--- src/rtl/core/sds_pkg.sv ---
// Shared types and constants of the SD SPI-mode command sequencer.
// No dependencies; the step logic, the top level and the testbench refer to it by scoped names.
package sds_pkg;

	// operation codes of the request channel
	localparam logic [1:0] OP_START = 2'd0;
	localparam logic [1:0] OP_XFER  = 2'd1;
	localparam logic [1:0] OP_TICK  = 2'd2;
	localparam logic [1:0] OP_NONE  = 2'd3;

	// configuration register indexes
	localparam logic [1:0] CFG_READY_TO = 2'd0;
	localparam logic [1:0] CFG_TOKEN_TO = 2'd1;
	localparam logic [1:0] CFG_TRIES    = 2'd2;

	// sequencer phases
	localparam logic [3:0] PH_IDLE    = 4'd0;
	localparam logic [3:0] PH_DISCARD = 4'd1;
	localparam logic [3:0] PH_READY   = 4'd2;
	localparam logic [3:0] PH_FRAME   = 4'd3;
	localparam logic [3:0] PH_STUFF   = 4'd4;
	localparam logic [3:0] PH_RESP    = 4'd5;
	localparam logic [3:0] PH_TOKEN   = 4'd6;
	localparam logic [3:0] PH_DATA    = 4'd7;
	localparam logic [3:0] PH_CRC     = 4'd8;
	localparam logic [3:0] PH_RELEASE = 4'd9;

	// completion status
	localparam logic [2:0] ST_OK        = 3'd0;
	localparam logic [2:0] ST_BUSY_TO   = 3'd1;
	localparam logic [2:0] ST_NO_RESP   = 3'd2;
	localparam logic [2:0] ST_APP_REJ   = 3'd3;
	localparam logic [2:0] ST_BAD_TOKEN = 3'd4;

	// bytes and command numbers on the wire
	localparam logic [7:0] BYTE_IDLE   = 8'hFF;
	localparam logic [7:0] BYTE_TOKEN  = 8'hFE;
	localparam logic [7:0] BYTE_START  = 8'h40;
	localparam logic [7:0] CRC_CMD0    = 8'h95;
	localparam logic [7:0] CRC_CMD8    = 8'h87;
	localparam logic [7:0] CRC_DUMMY   = 8'h01;
	localparam logic [5:0] CMD_GO_IDLE = 6'd0;
	localparam logic [5:0] CMD_IF_COND = 6'd8;
	localparam logic [5:0] CMD_STOP    = 6'd12;
	localparam logic [5:0] CMD_APP     = 6'd55;
	localparam logic [9:0] FRAME_LEN   = 10'd6;
	localparam logic [9:0] CRC_LEN     = 10'd2;

	localparam logic [7:0] READY_TO_RST = 8'd50;
	localparam logic [7:0] TOKEN_TO_RST = 8'd10;
	localparam logic [4:0] TRIES_RST    = 5'd16;

	typedef struct packed {
		logic [1:0]  operation;
		logic [5:0]  cmd_index;
		logic        is_app_cmd;
		logic [31:0] cmd_arg;
		logic [9:0]  read_length;
		logic [7:0]  rx_byte;
	} item_t;

	typedef struct packed {
		logic [7:0] tx_byte;
		logic       tx_valid;
		logic       chip_select;
		logic [7:0] data_byte;
		logic       data_valid;
		logic       data_last;
		logic       done_res;
		logic [2:0] status;
		logic [7:0] response;
	} result_t;

	typedef struct packed {
		logic [7:0] ready_to;
		logic [7:0] token_to;
		logic [4:0] tries;
	} cfg_t;

	typedef struct packed {
		logic [3:0]  phase;
		logic [9:0]  byte_count;
		logic [7:0]  tick_cnt;
		logic [4:0]  tries_left;
		logic [5:0]  cmd;
		logic [31:0] arg;
		logic [9:0]  length;
		logic        app_pending;
		logic [7:0]  last_resp;
		logic [2:0]  end_code;
	} seq_state_t;

endpackage

--- src/rtl/core/sds_req_if.sv ---
// Request channel of the SD SPI sequencer: start, byte-done and tick items.
// Depends on nothing; payload members follow the item layout of sds_pkg.
interface sds_req_if;
	logic        valid;
	logic        ready;
	logic [1:0]  operation;
	logic [5:0]  cmd_index;
	logic        is_app_cmd;
	logic [31:0] cmd_arg;
	logic [9:0]  read_length;
	logic [7:0]  rx_byte;

	modport source (
		output valid, operation, cmd_index, is_app_cmd, cmd_arg, read_length, rx_byte,
		input  ready
	);
	modport sink (
		input  valid, operation, cmd_index, is_app_cmd, cmd_arg, read_length, rx_byte,
		output ready
	);
endinterface

--- src/rtl/core/sds_res_if.sv ---
// Result channel of the SD SPI sequencer: byte requests, block data and done.
// Depends on nothing; payload members follow the result layout of sds_pkg.
interface sds_res_if;
	logic       valid;
	logic       ready;
	logic [7:0] tx_byte;
	logic       tx_valid;
	logic       chip_select;
	logic [7:0] data_byte;
	logic       data_valid;
	logic       data_last;
	logic       done_res;
	logic [2:0] status;
	logic [7:0] response;

	modport source (
		output valid, tx_byte, tx_valid, chip_select, data_byte, data_valid, data_last,
		output done_res, status, response,
		input  ready
	);
	modport sink (
		input  valid, tx_byte, tx_valid, chip_select, data_byte, data_valid, data_last,
		input  done_res, status, response,
		output ready
	);
endinterface

--- src/rtl/core/sds_step.sv ---
// Next-state and result logic of the SD SPI sequencer for one item.
// Depends on sds_pkg; purely combinational, registers live in the top level.
module sds_step #(
	parameter int MAX_BLOCK_BYTES = 512
) (
	input  sds_pkg::seq_state_t st,
	input  sds_pkg::item_t      item,
	input  sds_pkg::cfg_t       cfg,
	output sds_pkg::seq_state_t nxt,
	output sds_pkg::result_t    res,
	output logic                has_res
);
	localparam logic [9:0] LEN_CAP = (MAX_BLOCK_BYTES < 1023) ? 10'(MAX_BLOCK_BYTES) : 10'd1023;

	logic [5:0]  cur_cmd;
	logic [31:0] cur_arg;
	logic [9:0]  bc_inc;
	logic [7:0]  rx;

	assign cur_cmd = st.app_pending ? sds_pkg::CMD_APP : st.cmd;
	assign cur_arg = st.app_pending ? 32'd0 : st.arg;
	assign bc_inc  = st.byte_count + 10'd1;
	assign rx      = item.rx_byte;

	// frame byte k of six: start+index, argument MSB first, then CRC
	function automatic logic [7:0] frame_byte(input logic [2:0] k, input logic [5:0] c,
			input logic [31:0] a);
		logic [7:0] b;
		case (k)
			3'd0: b = sds_pkg::BYTE_START | {2'b00, c};
			3'd1: b = a[31:24];
			3'd2: b = a[23:16];
			3'd3: b = a[15:8];
			3'd4: b = a[7:0];
			default: begin
				if (c == sds_pkg::CMD_GO_IDLE)      b = sds_pkg::CRC_CMD0;
				else if (c == sds_pkg::CMD_IF_COND) b = sds_pkg::CRC_CMD8;
				else                                b = sds_pkg::CRC_DUMMY;
			end
		endcase
		return b;
	endfunction

	always_comb begin
		nxt     = st;
		res     = '0;
		has_res = 1'b0;
		case (item.operation)
			sds_pkg::OP_TICK: begin
				if (st.tick_cnt != 8'd0) nxt.tick_cnt = st.tick_cnt - 8'd1;
			end
			sds_pkg::OP_START: begin
				if (st.phase == sds_pkg::PH_IDLE) begin
					nxt.cmd         = item.cmd_index;
					nxt.app_pending = item.is_app_cmd;
					nxt.arg         = item.cmd_arg;
					nxt.length      = (item.read_length > LEN_CAP) ? LEN_CAP : item.read_length;
					nxt.last_resp   = sds_pkg::BYTE_IDLE;
					nxt.end_code    = sds_pkg::ST_OK;
					nxt.byte_count  = 10'd0;
					nxt.phase       = sds_pkg::PH_DISCARD;
					nxt.tick_cnt    = cfg.ready_to;
					has_res         = 1'b1;
					res.tx_byte     = sds_pkg::BYTE_IDLE;
					res.tx_valid    = 1'b1;
					res.chip_select = 1'b1;
				end
			end
			sds_pkg::OP_XFER: begin
				// most branches request one more idle byte with the card selected
				has_res         = 1'b1;
				res.tx_byte     = sds_pkg::BYTE_IDLE;
				res.tx_valid    = 1'b1;
				res.chip_select = 1'b1;
				case (st.phase)
					sds_pkg::PH_DISCARD: nxt.phase = sds_pkg::PH_READY;
					sds_pkg::PH_READY: begin
						if (rx == sds_pkg::BYTE_IDLE) begin
							nxt.phase      = sds_pkg::PH_FRAME;
							nxt.byte_count = 10'd0;
							res.tx_byte    = frame_byte(3'd0, cur_cmd, cur_arg);
						end else if (st.tick_cnt == 8'd0) begin
							nxt.end_code    = sds_pkg::ST_BUSY_TO;
							nxt.phase       = sds_pkg::PH_RELEASE;
							res.chip_select = 1'b0;
						end
					end
					sds_pkg::PH_FRAME: begin
						nxt.byte_count = bc_inc;
						if (bc_inc < sds_pkg::FRAME_LEN) begin
							res.tx_byte = frame_byte(bc_inc[2:0], cur_cmd, cur_arg);
						end else if (cur_cmd == sds_pkg::CMD_STOP) begin
							nxt.phase = sds_pkg::PH_STUFF;
						end else begin
							nxt.phase      = sds_pkg::PH_RESP;
							nxt.tries_left = cfg.tries;
						end
					end
					sds_pkg::PH_STUFF: begin
						nxt.phase      = sds_pkg::PH_RESP;
						nxt.tries_left = cfg.tries;
					end
					sds_pkg::PH_RESP: begin
						if (!rx[7]) begin
							nxt.last_resp = rx;
							if (st.app_pending) begin
								nxt.app_pending = 1'b0;
								if (rx > 8'd1) begin
									nxt.end_code    = sds_pkg::ST_APP_REJ;
									nxt.phase       = sds_pkg::PH_RELEASE;
									res.chip_select = 1'b0;
								end else begin
									nxt.phase    = sds_pkg::PH_DISCARD;
									nxt.tick_cnt = cfg.ready_to;
								end
							end else if (st.length != 10'd0 && rx == 8'd0) begin
								nxt.phase    = sds_pkg::PH_TOKEN;
								nxt.tick_cnt = cfg.token_to;
							end else begin
								nxt.end_code    = sds_pkg::ST_OK;
								nxt.phase       = sds_pkg::PH_RELEASE;
								res.chip_select = 1'b0;
							end
						end else if (st.tries_left <= 5'd1) begin
							nxt.last_resp   = rx;
							nxt.end_code    = sds_pkg::ST_NO_RESP;
							nxt.phase       = sds_pkg::PH_RELEASE;
							res.chip_select = 1'b0;
						end else begin
							nxt.tries_left = st.tries_left - 5'd1;
						end
					end
					sds_pkg::PH_TOKEN: begin
						if (rx == sds_pkg::BYTE_IDLE && st.tick_cnt != 8'd0) begin
							nxt.phase = sds_pkg::PH_TOKEN;
						end else if (rx == sds_pkg::BYTE_TOKEN) begin
							nxt.phase      = sds_pkg::PH_DATA;
							nxt.byte_count = 10'd0;
						end else begin
							nxt.end_code    = sds_pkg::ST_BAD_TOKEN;
							nxt.phase       = sds_pkg::PH_RELEASE;
							res.chip_select = 1'b0;
						end
					end
					sds_pkg::PH_DATA: begin
						res.data_byte  = rx;
						res.data_valid = 1'b1;
						if (bc_inc >= st.length) begin
							res.data_last  = 1'b1;
							nxt.phase      = sds_pkg::PH_CRC;
							nxt.byte_count = 10'd0;
						end else begin
							nxt.byte_count = bc_inc;
						end
					end
					sds_pkg::PH_CRC: begin
						nxt.byte_count = bc_inc;
						if (bc_inc >= sds_pkg::CRC_LEN) begin
							nxt.end_code    = sds_pkg::ST_OK;
							nxt.phase       = sds_pkg::PH_RELEASE;
							res.chip_select = 1'b0;
						end
					end
					sds_pkg::PH_RELEASE: begin
						nxt.phase       = sds_pkg::PH_IDLE;
						res.tx_byte     = 8'd0;
						res.tx_valid    = 1'b0;
						res.chip_select = 1'b0;
						res.done_res    = 1'b1;
						res.status      = st.end_code;
					end
					default: begin
						// idle or an unused phase code: byte done is dropped
						has_res         = 1'b0;
						res.tx_byte     = 8'd0;
						res.tx_valid    = 1'b0;
						res.chip_select = 1'b0;
					end
				endcase
			end
			default: ;
		endcase
		res.response = nxt.last_resp;
	end
endmodule

--- src/rtl/core/sd_spi_command_sequencer.sv ---
// SD SPI-mode command sequencer: an accepted request goes into the input register, and its
// result is then loaded into the result register. Throughput one request per cycle, set by the
// single-pass step logic between the two registers; the only stall is a held result.
// Ticks, ignored starts and stray byte-done items leave no result.
// arst_n clears the phase to idle, all counters and the result valid; the timeout
// and retry registers return to 50, 10 and 16 ticks/tries.
module sd_spi_command_sequencer #(
	parameter int MAX_BLOCK_BYTES = 512
) (
	input  logic             clk,
	input  logic             arst_n,
	sds_req_if.sink          req,
	sds_res_if.source        res,
	input  logic             cfg_wr_en,
	input  logic [1:0]       cfg_index,
	input  logic [7:0]       cfg_data
);
	// configuration registers
	sds_pkg::cfg_t cfg_q;

	always_ff @(posedge clk or negedge arst_n) begin
		if (!arst_n) begin
			cfg_q.ready_to <= sds_pkg::READY_TO_RST;
			cfg_q.token_to <= sds_pkg::TOKEN_TO_RST;
			cfg_q.tries    <= sds_pkg::TRIES_RST;
		end else if (cfg_wr_en) begin
			case (cfg_index)
				sds_pkg::CFG_READY_TO: cfg_q.ready_to <= cfg_data;
				sds_pkg::CFG_TOKEN_TO: cfg_q.token_to <= cfg_data;
				sds_pkg::CFG_TRIES:    cfg_q.tries    <= cfg_data[4:0];
				default: ;
			endcase
		end
	end

	// input register stage
	logic          valid_s1;
	sds_pkg::item_t item_s1;
	logic          advance;

	// result register
	logic             out_valid_q;
	sds_pkg::result_t out_q;

	// protocol state
	sds_pkg::seq_state_t st_q;
	sds_pkg::seq_state_t st_nxt;
	sds_pkg::result_t    step_res;
	logic                step_has;

	// stage 1 moves on when the result register is empty or drains this cycle
	assign advance   = valid_s1 && (!out_valid_q || res.ready);
	assign req.ready = !valid_s1 || advance;

	always_ff @(posedge clk or negedge arst_n) begin
		if (!arst_n) begin
			valid_s1 <= 1'b0;
		end else if (req.ready) begin
			valid_s1 <= req.valid;
		end
	end

	always_ff @(posedge clk) begin
		if (req.valid && req.ready) begin
			item_s1.operation   <= req.operation;
			item_s1.cmd_index   <= req.cmd_index;
			item_s1.is_app_cmd  <= req.is_app_cmd;
			item_s1.cmd_arg     <= req.cmd_arg;
			item_s1.read_length <= req.read_length;
			item_s1.rx_byte     <= req.rx_byte;
		end
	end

	sds_step #(
		.MAX_BLOCK_BYTES(MAX_BLOCK_BYTES)
	) u_step (
		.st     (st_q),
		.item   (item_s1),
		.cfg    (cfg_q),
		.nxt    (st_nxt),
		.res    (step_res),
		.has_res(step_has)
	);

	always_ff @(posedge clk or negedge arst_n) begin
		if (!arst_n) begin
			st_q.phase       <= sds_pkg::PH_IDLE;
			st_q.byte_count  <= '0;
			st_q.tick_cnt    <= '0;
			st_q.tries_left  <= '0;
			st_q.cmd         <= '0;
			st_q.arg         <= '0;
			st_q.length      <= '0;
			st_q.app_pending <= 1'b0;
			st_q.last_resp   <= sds_pkg::BYTE_IDLE;
			st_q.end_code    <= sds_pkg::ST_OK;
		end else if (advance) begin
			st_q <= st_nxt;
		end
	end

	always_ff @(posedge clk or negedge arst_n) begin
		if (!arst_n) begin
			out_valid_q <= 1'b0;
		end else if (advance && step_has) begin
			out_valid_q <= 1'b1;
		end else if (res.ready) begin
			out_valid_q <= 1'b0;
		end
	end

	always_ff @(posedge clk) begin
		if (advance && step_has) out_q <= step_res;
	end

	assign res.valid       = out_valid_q;
	assign res.tx_byte     = out_q.tx_byte;
	assign res.tx_valid    = out_q.tx_valid;
	assign res.chip_select = out_q.chip_select;
	assign res.data_byte   = out_q.data_byte;
	assign res.data_valid  = out_q.data_valid;
	assign res.data_last   = out_q.data_last;
	assign res.done_res    = out_q.done_res;
	assign res.status      = out_q.status;
	assign res.response    = out_q.response;

	// a done transfer never requests another byte
	a_done_no_tx: assert property (@(posedge clk) disable iff (!arst_n)
		out_valid_q && out_q.done_res |-> !out_q.tx_valid)
		else $error("done result requests a byte");

	// block data only arrives with the card selected
	a_data_selected: assert property (@(posedge clk) disable iff (!arst_n)
		out_valid_q && out_q.data_valid |-> out_q.chip_select && out_q.tx_valid)
		else $error("data byte without chip select");

	// error status is only reported on the done transfer
	a_status_on_done: assert property (@(posedge clk) disable iff (!arst_n)
		out_valid_q && !out_q.done_res |-> out_q.status == sds_pkg::ST_OK)
		else $error("status outside done");

	// the step logic only produces defined phases
	a_phase_legal: assert property (@(posedge clk) disable iff (!arst_n)
		st_q.phase <= sds_pkg::PH_RELEASE)
		else $error("undefined phase");

	// a held result is not overwritten
	a_no_overwrite: assert property (@(posedge clk) disable iff (!arst_n)
		out_valid_q && !res.ready |-> !advance)
		else $error("result register overwritten");
endmodule

--- src/flat_wrapper.sv ---
// flat-port wrapper written by rule: the top's interface ports become plain ports
module sd_spi_command_sequencer_flat 
#(
	parameter int MAX_BLOCK_BYTES = 512
)
  (clk, arst_n, cfg_wr_en, cfg_index, cfg_data, req_valid, req_operation, req_cmd_index, req_is_app_cmd, req_cmd_arg, req_read_length, req_rx_byte, req_ready, res_valid, res_tx_byte, res_tx_valid, res_chip_select, res_data_byte, res_data_valid, res_data_last, res_done_res, res_status, res_response, res_ready);
  sds_req_if req_i ();
  sds_res_if res_i ();
  input  logic clk;
  input  logic arst_n;
  input  logic cfg_wr_en;
  input  logic [1:0] cfg_index;
  input  logic [7:0] cfg_data;
  input wire logic [$bits(req_i.valid)-1:0] req_valid;
  input wire logic [$bits(req_i.operation)-1:0] req_operation;
  input wire logic [$bits(req_i.cmd_index)-1:0] req_cmd_index;
  input wire logic [$bits(req_i.is_app_cmd)-1:0] req_is_app_cmd;
  input wire logic [$bits(req_i.cmd_arg)-1:0] req_cmd_arg;
  input wire logic [$bits(req_i.read_length)-1:0] req_read_length;
  input wire logic [$bits(req_i.rx_byte)-1:0] req_rx_byte;
  output wire logic [$bits(req_i.ready)-1:0] req_ready;
  output wire logic [$bits(res_i.valid)-1:0] res_valid;
  output wire logic [$bits(res_i.tx_byte)-1:0] res_tx_byte;
  output wire logic [$bits(res_i.tx_valid)-1:0] res_tx_valid;
  output wire logic [$bits(res_i.chip_select)-1:0] res_chip_select;
  output wire logic [$bits(res_i.data_byte)-1:0] res_data_byte;
  output wire logic [$bits(res_i.data_valid)-1:0] res_data_valid;
  output wire logic [$bits(res_i.data_last)-1:0] res_data_last;
  output wire logic [$bits(res_i.done_res)-1:0] res_done_res;
  output wire logic [$bits(res_i.status)-1:0] res_status;
  output wire logic [$bits(res_i.response)-1:0] res_response;
  input wire logic [$bits(res_i.ready)-1:0] res_ready;
  assign req_i.valid = req_valid;
  assign req_i.operation = req_operation;
  assign req_i.cmd_index = req_cmd_index;
  assign req_i.is_app_cmd = req_is_app_cmd;
  assign req_i.cmd_arg = req_cmd_arg;
  assign req_i.read_length = req_read_length;
  assign req_i.rx_byte = req_rx_byte;
  assign req_ready = req_i.ready;
  assign res_valid = res_i.valid;
  assign res_tx_byte = res_i.tx_byte;
  assign res_tx_valid = res_i.tx_valid;
  assign res_chip_select = res_i.chip_select;
  assign res_data_byte = res_i.data_byte;
  assign res_data_valid = res_i.data_valid;
  assign res_data_last = res_i.data_last;
  assign res_done_res = res_i.done_res;
  assign res_status = res_i.status;
  assign res_response = res_i.response;
  assign res_i.ready = res_ready;
  sd_spi_command_sequencer #(.MAX_BLOCK_BYTES(MAX_BLOCK_BYTES)) u_core (.clk(clk), .arst_n(arst_n), .req(req_i), .res(res_i), .cfg_wr_en(cfg_wr_en), .cfg_index(cfg_index), .cfg_data(cfg_data));
endmodule
--- config.mk ---
export PLATFORM = sky130hd
export DESIGN_NAME = sd_spi_command_sequencer_flat
export DESIGN_NICKNAME = d
export VERILOG_FILES = /design/src/rtl/core/sds_pkg.sv /design/src/rtl/core/sds_req_if.sv /design/src/rtl/core/sds_res_if.sv /design/src/rtl/core/sds_step.sv /design/src/rtl/core/sd_spi_command_sequencer.sv /design/src/flat_wrapper.sv
export SDC_FILE = /design/constraint.sdc
export NUM_CORES = 1
export LEC_CHECK = 0
export BUFFER_PORTS_ARGS = -buffer_cell sky130_fd_sc_hd__buf_2
export CAP_MARGIN = 40
export CORE_MARGIN = 2
export CORE_UTILIZATION = 40
export DETAILED_ROUTE_END_ITERATION = 7
export HOLD_SLACK_MARGIN = 0.12
export SLEW_MARGIN = 40
export SYNTH_ARGS = -nofsm -noshare
export SYNTH_HDL_FRONTEND = slang
export SYNTH_SLANG_ARGS = --single-unit
--- constraint.sdc ---
create_clock -name clk -period 4.2 [get_ports clk]
set_clock_uncertainty 0.2 [all_clocks]
set_input_delay 0.42 -clock clk [delete_from_list [all_inputs] [get_ports clk]]
set_output_delay 0.42 -clock clk [all_outputs]
set_load 0.02 [all_outputs]
### After elaboration in Yosys (flattened, before gate mapping)

Index checks and enable logic that the tools add are counted.

| storage, ports and cells | value |
|---|---|
| register bits | 201 |
| bits in latches | 0 |
| memory bits (writable) | 0 |
| memory bits (read-only) | 0 |
| input port bits | 74 |
| output and inout bits | 34 |
| word-level logic and storage cells | 204 |
| memories kept | 0 |

| operators by class | value |
|---|---|
| add/sub/neg operators | 3 |
| multiply operators | 0 |
| divide/modulo/power cells | 0 |
| $lt $le $gt $ge | 6 |
| equality and inequality tests | 47 |
| shifts and indexed selects | 0 |
| multiplexer cells | 79 |
| bitwise gates (word level) | 0 |
| reduce and logical (&&, ||, !) cells | 39 |

Operator list:

| operator | number |
|---|---|
| 8-bit two-way mux | 10 |
| 10-bit two-way mux | 6 |
| 4-bit two-way mux | 13 |
| 8-bit case mux with 3 select lines | 2 |
| 10-bit case mux with 4 select lines | 1 |
| 8-bit case mux with 5 select lines | 1 |
| 4-bit case mux with 9 select lines | 1 |
| 32-bit two-way mux | 1 |
| 3-bit inequality test (second input constant) | 10 |
| 14-bit case mux with 2 select lines | 1 |
| 3-bit two-way mux | 8 |
| 12-bit case mux with 2 select lines | 1 |
| 11-bit two-way mux | 2 |
| 22-bit two-way mux | 1 |
| 5-bit two-way mux | 4 |
| 10-bit case mux with 2 select lines | 1 |
| 1-bit two-way mux | 18 |
| 4-bit by 3-bit == test with 1-bit output (second input constant) | 4 |
| 8-bit == test (second input constant) | 2 |
| 8-bit logical NOT | 2 |
| 5-bit case mux with 3 select lines | 1 |
| 7-bit AND reduction | 2 |
| 6-bit by 4-bit == test with 1-bit output (second input constant) | 2 |
| 12-bit two-way mux | 1 |
| 54 further kinds | 79 |

### Depth between registers and ports, before layout

Gate-level depths: netlist (run 1).

| depth | value |
|---|---|
| word-level depth | 8 |
| mapped depth | 14 |
| depth with buffers taken out | 12 |

### Hierarchy

A second synthesis (run 1) with hierarchy kept.

| second synthesis, totals | value |
|---|---|
| cells, all modules | 1022 |
| area total of the unflattened synthesis | 10970.5 um2 |

By module, submodules not included:

| module | times used | cells each | area an instance (um2) | sequential area each (um2) |
|---|---|---|---|---|
| sd_spi_command_sequencer | 1 | 330 | 6994.2 | 5502.8 |
| sds_step | 1 | 692 | 3976.3 | 0.0 |

### Least setup slack after synthesis (run 1)

Ideal clock, no wire load.

| timing | value |
|---|---|
| path kind | flip-flop to flip-flop |
| from | register u_core.st_q[86] in the netlist's numbering |
| to | register u_core.out_q, in the netlist u_core.res.chip_select, enable pin |
| setup time | 0.462 ns |
| arrival time | 3.415 ns |
| required time | 3.538 ns |
| path slack | 0.123 ns |
| cell stages (with the launch flop) | 6 |
| buffers on the path | 2 |
| period minus slack after synthesis | 4.077 ns |
| cell sequence | dfrtp_1 clkbuf_1 clkbuf_1 mux2_2 a21oi_1 nor3_1 |

| between the ends | value |
|---|---|
| cells in the longest elaborated chain, start to end | 5 |
| elaborated cells on any way between the ends | 15 |
| classes of those cells | 9 x eq/ne; 3 x mux; 3 x reduce/logical |

Ends and longest elaborated chain:

| element | line | text |
|---|---|---|
| start: declaration | sd_spi_command_sequencer.sv:46 | `sds_pkg::seq_state_t st_q;` |
| start signal: assignment | sd_spi_command_sequencer.sv:98 | `st_q <= st_nxt;` |
| 4-bit == test, or another cell as far along | sds_step.sv:75 | `case (st.phase)` |
| 9-bit OR reduction (no line) | -- |  |
| 1-bit two-way mux | sds_step.sv:75 |  |
| 1-bit case mux with 2 select lines (*) | sds_step.sv:48 | `case (item.operation)` |
| 1-bit logical AND (*) | sd_spi_command_sequencer.sv:113 | `if (advance && step_has) out_q <= step_res;` |
| end signal: assignment | sd_spi_command_sequencer.sv:113 |  |
| end: declaration | sd_spi_command_sequencer.sv:43 | `sds_pkg::result_t out_q;` |

Every way passes the cells marked *; elsewhere a longest branch is shown, timed or not.
A chain may end at the register's enable or synchronous reset.

### Final worst setup path (run 1)

| timing | value |
|---|---|
| from | register u_core.st_q[74] in the netlist's numbering |
| to | register u_core.st_q[83] in the netlist's numbering |

| between the ends | value |
|---|---|
| cells in the longest elaborated chain, start to end | 4 |
| elaborated cells on any way between the ends | 8 |
| classes of those cells | 1 x add/sub; 3 x order compare; 3 x eq/ne; 1 x reduce/logical |

Ends and longest elaborated chain:

| element | line | text |
|---|---|---|
| 10-bit by 1-bit adder with 10-bit output (*) | sds_step.sv:22 | `assign bc_inc = st.byte_count + 10'd1;` |
| 10-bit by 2-bit >= comparator with 1-bit output, or another cell as far along | sds_step.sv:158 | `if (bc_inc >= sds_pkg::CRC_LEN) begin` |
| 3-bit inequality test (no line) | -- |  |
| 9-bit AND reduction (no line) (*) | -- |  |

Marked as above.

==> reports/results.ini, run 1 <==
[yosys]
synthTopCellsByArea=edfxtp_1 (29%), dfrtp_1 (25%), mux2_2 (6.0%)
synth-seq-cells=201
synth_area_um2=9550
syn_area_per_cell_um2=11.7
synth_top_area_share_pct=28.6
synth_xor_area_share_pct=1.10
synth_warnings=0
yosysUniqueCellTypes=78
synth_top_family_by_area=simple AND/OR/NAND/NOR gates
synthSimpleGateAreaFrac_pct=13.4
synth_compound_area_share_pct=13.0
synth_most_common_cell=dfrtp_1
synth_cells=815
synth.area.mux_share_pct=9.31
synth-main-ff-cell=dfrtp_1
ys_seq_area_share_pct=57.6
async_flop_share_pct=54.7
synthTopCellsByCount=dfrtp_1 (96), edfxtp_1 (91), nand2_1 (71)
synth_area_leader_cell=edfxtp_1
synth-edff-count=91
synth_fa_ha_area_share_pct=2.48
synth_fp_nets=907

[outcome]
status=complete, no violations

[pwr]
p_per_area_nw_per_um2=538
p_leak_nw=4.78
ir_drop_mv=0.363
total_power_mw=6.34

[clocking]
clk_pin_slew_worst_paths_ps=60
numCtsBuffers=22
cts_sinks=201
clockBufferDepth=3
cts_resized=0
h-tree-depth=1
cts_root_buffer=clkbuf_16
clk_latency_ps=500
cts_tree=done

[final_layout]
area_growth_pct=23.4
diodes=0
drive_gt1_share_pct=23.2
layout.nets=1076

[global_routing]
grt_pass1_wl_mm=35.2
antenna_found_initial=0
grt_pass1_vias=6826
grtUsageTotal_pct=17.6
grt_max_degree=58
gr-total-overflow=0

[routing]
wl_per_cell_um=16.5
routed_wl_mm=21.8
ant_nets=0
first_iter_violations=602
drc=0
dr.pass1.iters=6
routed_via_density=5.26
num_vias=6939

[worst_setup_path]
cp.arrival_ps=3920
crit_type=reg -> reg
critPathSlowestCell=dfrtp_1
crit_buf_inv=0
path_cells=ha_1 > nand3_1 > nor2_1 > and3_1 > xor2_1 > ha_1 > nand3_1 > o41a_1 > and2_0 > maj3_2 > a211oi_4 > mux2_4
cp_data_required_time_ps=4380
cpPeakStageDelay_ps=520
startpoint_type=flop
end_kind=flop
path_max_fanout=10
r2r-start=u_core.st_q[74]
startpoint=u_core.st_q[74]
path_delay_family=adder cells

[sta]
setup_ws_ps=460
tns_ps=0
finalCriticalPeriod_ps=3740
tightest_slew_ps=807
finalHoldViolCount=0
slew_headroom_pct=45.7
fmax_mhz=267
whs_ps=255
final_max_slew_viol_count=0
post-route-period-util_pct=89.0
rsz0062_at_grt=no
setup_viol=0

[worst_hold_path]
hp-class=reg -> reg
worstHoldStart=u_core.item_s1[36]

[die]
die_w_um=158
start_util_pct=40.7
core-area_um2=23500
io_pins=108
die_area_um2=25100
rows=56
die_h_um=158

[place]
globalplace.congestion=0.891
dpl.hpwl_mm=14.6
io_buffers=107
dp_slack_ps=470

[job]
cap_viol_max_count=0

cell type report:
cell class	instances	area (µm²)
timing repair buffer	190	1360
clock buffer	32	619
multi-input combinational	544	3770
tap	319	399
sequential	201	5500
fill	2145	11700
clock inverter	8	36.3
inverter	25	93.8
flip-flops by register name, indices dropped and copies added (netlist names), 3 cells and up:
signal                count
u_core.cfg_q             21
u_core.item_s1           59
u_core.res.response       8
u_core.res.data_byte      8
u_core.st_q              87
u_core.res.status         3
u_core.res.tx_byte        8
cell usage in the layout (no fill, tap or decap), drive strengths merged, types with 6 or more instances in the layout:
cell type and count:
inv 25, mux2i 7, o22ai 8, mux2 72, dlygate4sd3 71, xnor2 10
o21ai 53, o211ai 7, dfrtp 96, nand3 30, clkinv 7, dfstp 14
nand2b 15, a222oi 7, o31ai 6, ha 18, or2 6, clkbuf 32
nor2 40, a21oi 36, a22o 6, o22a 9, and2 18, nor2b 8
a31oi 14, a211oi 7, nor4 9, edfxtp 91, and3 7, nor3 19
nand2 71, buf 119
power breakdown:
part / switching [mW] / internal (mW) / leakage (nW)
combinational: 0.865 / 0.761 / 2.22
clock: 0.748 / 1.02 / 0.316
sequential: 0.372 / 2.57 / 2.24
path summary, 6_finish.rpt:
| path | slack [ps] | cells past startpoint | endpoint |
|---|---|---|---|
| min in group asynchronous | 310 | 2 | u_core.st_q[1] |
| hold reg to reg | 260 | 1 | u_core.st_q[40] |
| max in group asynchronous | 2540 | 3 | u_core.cfg_q[4] |
| setup reg to reg | 460 | 12 | u_core.st_q[83] |
| setup / recovery | 460 | 12 | u_core.st_q[83] |
| hold / removal | 260 | 1 | u_core.st_q[40] |
layer usage:
layer / up-vias / share of wire [%] / track usage (%)
met5: - / 0 / 0
met2: 172 / 46 / 28.3
met4: 0 / 2.8 / 5.66
met1: 3347 / 47 / 24.7
li1: 3376 / - / -
met3: 44 / 4.0 / 2.37
cells by family after synthesis:
family          count (synthesis)
flops                         201
compound gates                186
mux                            79
simple gates                  248
fa+ha+maj                      19
buf+inv                        70
xor+xnor                       12
per-stage QoR:
stage	instances	area, µm²	utilization, %
after floorplan	815	9550	-
after global placement	1208	10400	44.3
after detailed placement	1208	10400	44.4
after CTS	1319	11800	50.2
after global routing	1319	11800	50.2
final	1319	11800	50.2
repair_timing:
item                                   CTS  global route
buffers inserted                         0             0
endpoints found under the hold margin  119             0
hold buffers                            71             0
worst register-to-register path: cells and delay by family, from the launching register on:
kind | cells | cell delay, ps
muxes | 1 | 330
and+or+nand+nor | 5 | 760
DFF | 1 | 520
xor gates and xnor gates | 1 | 90
adders and majority gates | 3 | 890
AOI/OAI and AO/OA | 2 | 840
(Power assumes the default switching activity.)
==> run 2, diff against run 1 <==
- RECOVER_POWER: not set -> 50
==> reports/results.ini, run 2 (synthesis results as in run 1) <==
[sta]
final_max_slew_viol_count=50
setup_ws_ps=450
tightest_slew_ps=2760
tns_ps=0
setup_viol=0
fmax_mhz=267
post-route-period-util_pct=89.3
finalCriticalPeriod_ps=3750
slew_headroom_pct=-83.7
rsz0062_at_grt=no
whs_ps=254
finalHoldViolCount=0

[pwr]
ir_drop_mv=0.362
p_leak_nw=4.64
total_power_mw=6.33
p_per_area_nw_per_um2=540

[global_routing]
grt_pass1_vias=6826
gr-total-overflow=0
grtUsageTotal_pct=17.6
grt_pass1_wl_mm=35.2
grt_max_degree=58
antenna_found_initial=0

[clocking]
clockBufferDepth=3
cts_setup_buffers=0
clk_latency_ps=500
cts_root_buffer=clkbuf_16
cts_sinks=201
clk_pin_slew_worst_paths_ps=60
cts_tree=done
numCtsBuffers=22
h-tree-depth=1
cts_resized=0

[place]
io_buffers=107
dp_slack_ps=470
place_area_um2=10400
dpl.hpwl_mm=14.6
globalplace.congestion=0.891
placed_cells=1208

[die]
rows=56
io_pins=108
die_h_um=158
die_area_um2=25100
core-area_um2=23500
die_w_um=158
start_util_pct=40.7

[routing]
num_vias=6969
routed_wl_mm=21.8
wl_per_cell_um=16.5
drc=0
ant_nets=0
first_iter_violations=649
routed_via_density=5.28
dr.pass1.iters=5

[job]
cap_viol_max_count=1

[worst_setup_path]
path_max_fanout=10
crit_type=reg -> reg
startpoint_type=flop
ff2ff_setup_slack_ps=450
end_kind=flop
cp.arrival_ps=3930
cp_data_required_time_ps=4380

[final_layout]
layout_commonest_cell=dfrtp_1
top_register=u_core.st_q
largest_reg_flops=87
final_area_um2=11700
layout.nets=1076
drive_gt1_share_pct=18.5
top_regs=u_core.st_q (87), u_core.item_s1 (59), u_core.cfg_q (21)
layout_common_cells=dfrtp_1 (96), edfxtp_1 (91), nand2_1 (71), dlygate4sd3_1 (71), buf_2 (60)
area_growth_pct=22.8
layout.cells.non_filler=1319
diodes=0
fin_util_pct=49.9

[outcome]
status=finished with violations
violations=capacitance limit, slew limit

[worst_hold_path]
hp-class=reg -> reg

==> run 2: what timing repair did <==
item,CTS,global route
hold endpoints to repair,119,0
endpoints found under the setup margin,0,0
hold buffers,71,0
==> run 2: cell type report <==
| cell class | instances | area, µm² |
|---|---|---|
| sequential | 201 | 5500 |
| inverter | 25 | 93.8 |
| timing repair buffer | 190 | 1300 |
| clock inverter | 8 | 36.3 |
| fill | 2173 | 11800 |
| clock buffer | 32 | 619 |
| tap | 319 | 399 |
| multi-input combinational | 544 | 3770 |
==> run 2: layer usage <==
metal / vias up / global-route usage (%) / routed length, µm
met4: 0 / 5.66 / 580
met5: - / 0 / 0
li1: 3379 / - / -
met3: 38 / 2.37 / 881
met1: 3367 / 24.7 / 10300
met2: 185 / 28.3 / 10000
==> run 2: worst max-delay path, cell delays in order, from the launching register on <==
cell and delay, ps:
dfrtp_1 530, ha_1 230, nand3_1 140, nor2_1 170
and3_1 190, xor2_1 90, ha_1 320, nand3_1 90
o41a_1 450, and2_0 170, maj3_2 330, a211oi_4 390
mux2_4 330
==> run 2: worst paths after layout <==
check,start,to,depth (start not counted)
worst max-delay path,u_core.st_q[74],u_core.st_q[83],12
worst min-delay path,u_core.item_s1[36],u_core.st_q[40],1
worst max register to register,u_core.st_q[74],u_core.st_q[83],12
worst min register to register,u_core.item_s1[36],u_core.st_q[40],1
max in group asynchronous,arst_n,u_core.st_q[73],3
min in group asynchronous,arst_n,u_core.st_q[1],2
==> run 2: report_power, final <==
group / leakage, nW / switching (mW) / total [mW] / internal, mW
combinational: 2.08 / 0.865 / 1.61 / 0.749
sequential: 2.24 / 0.373 / 2.95 / 2.57
clock: 0.316 / 0.749 / 1.77 / 1.02
total: 4.64 / 1.99 / 6.33 / 4.34
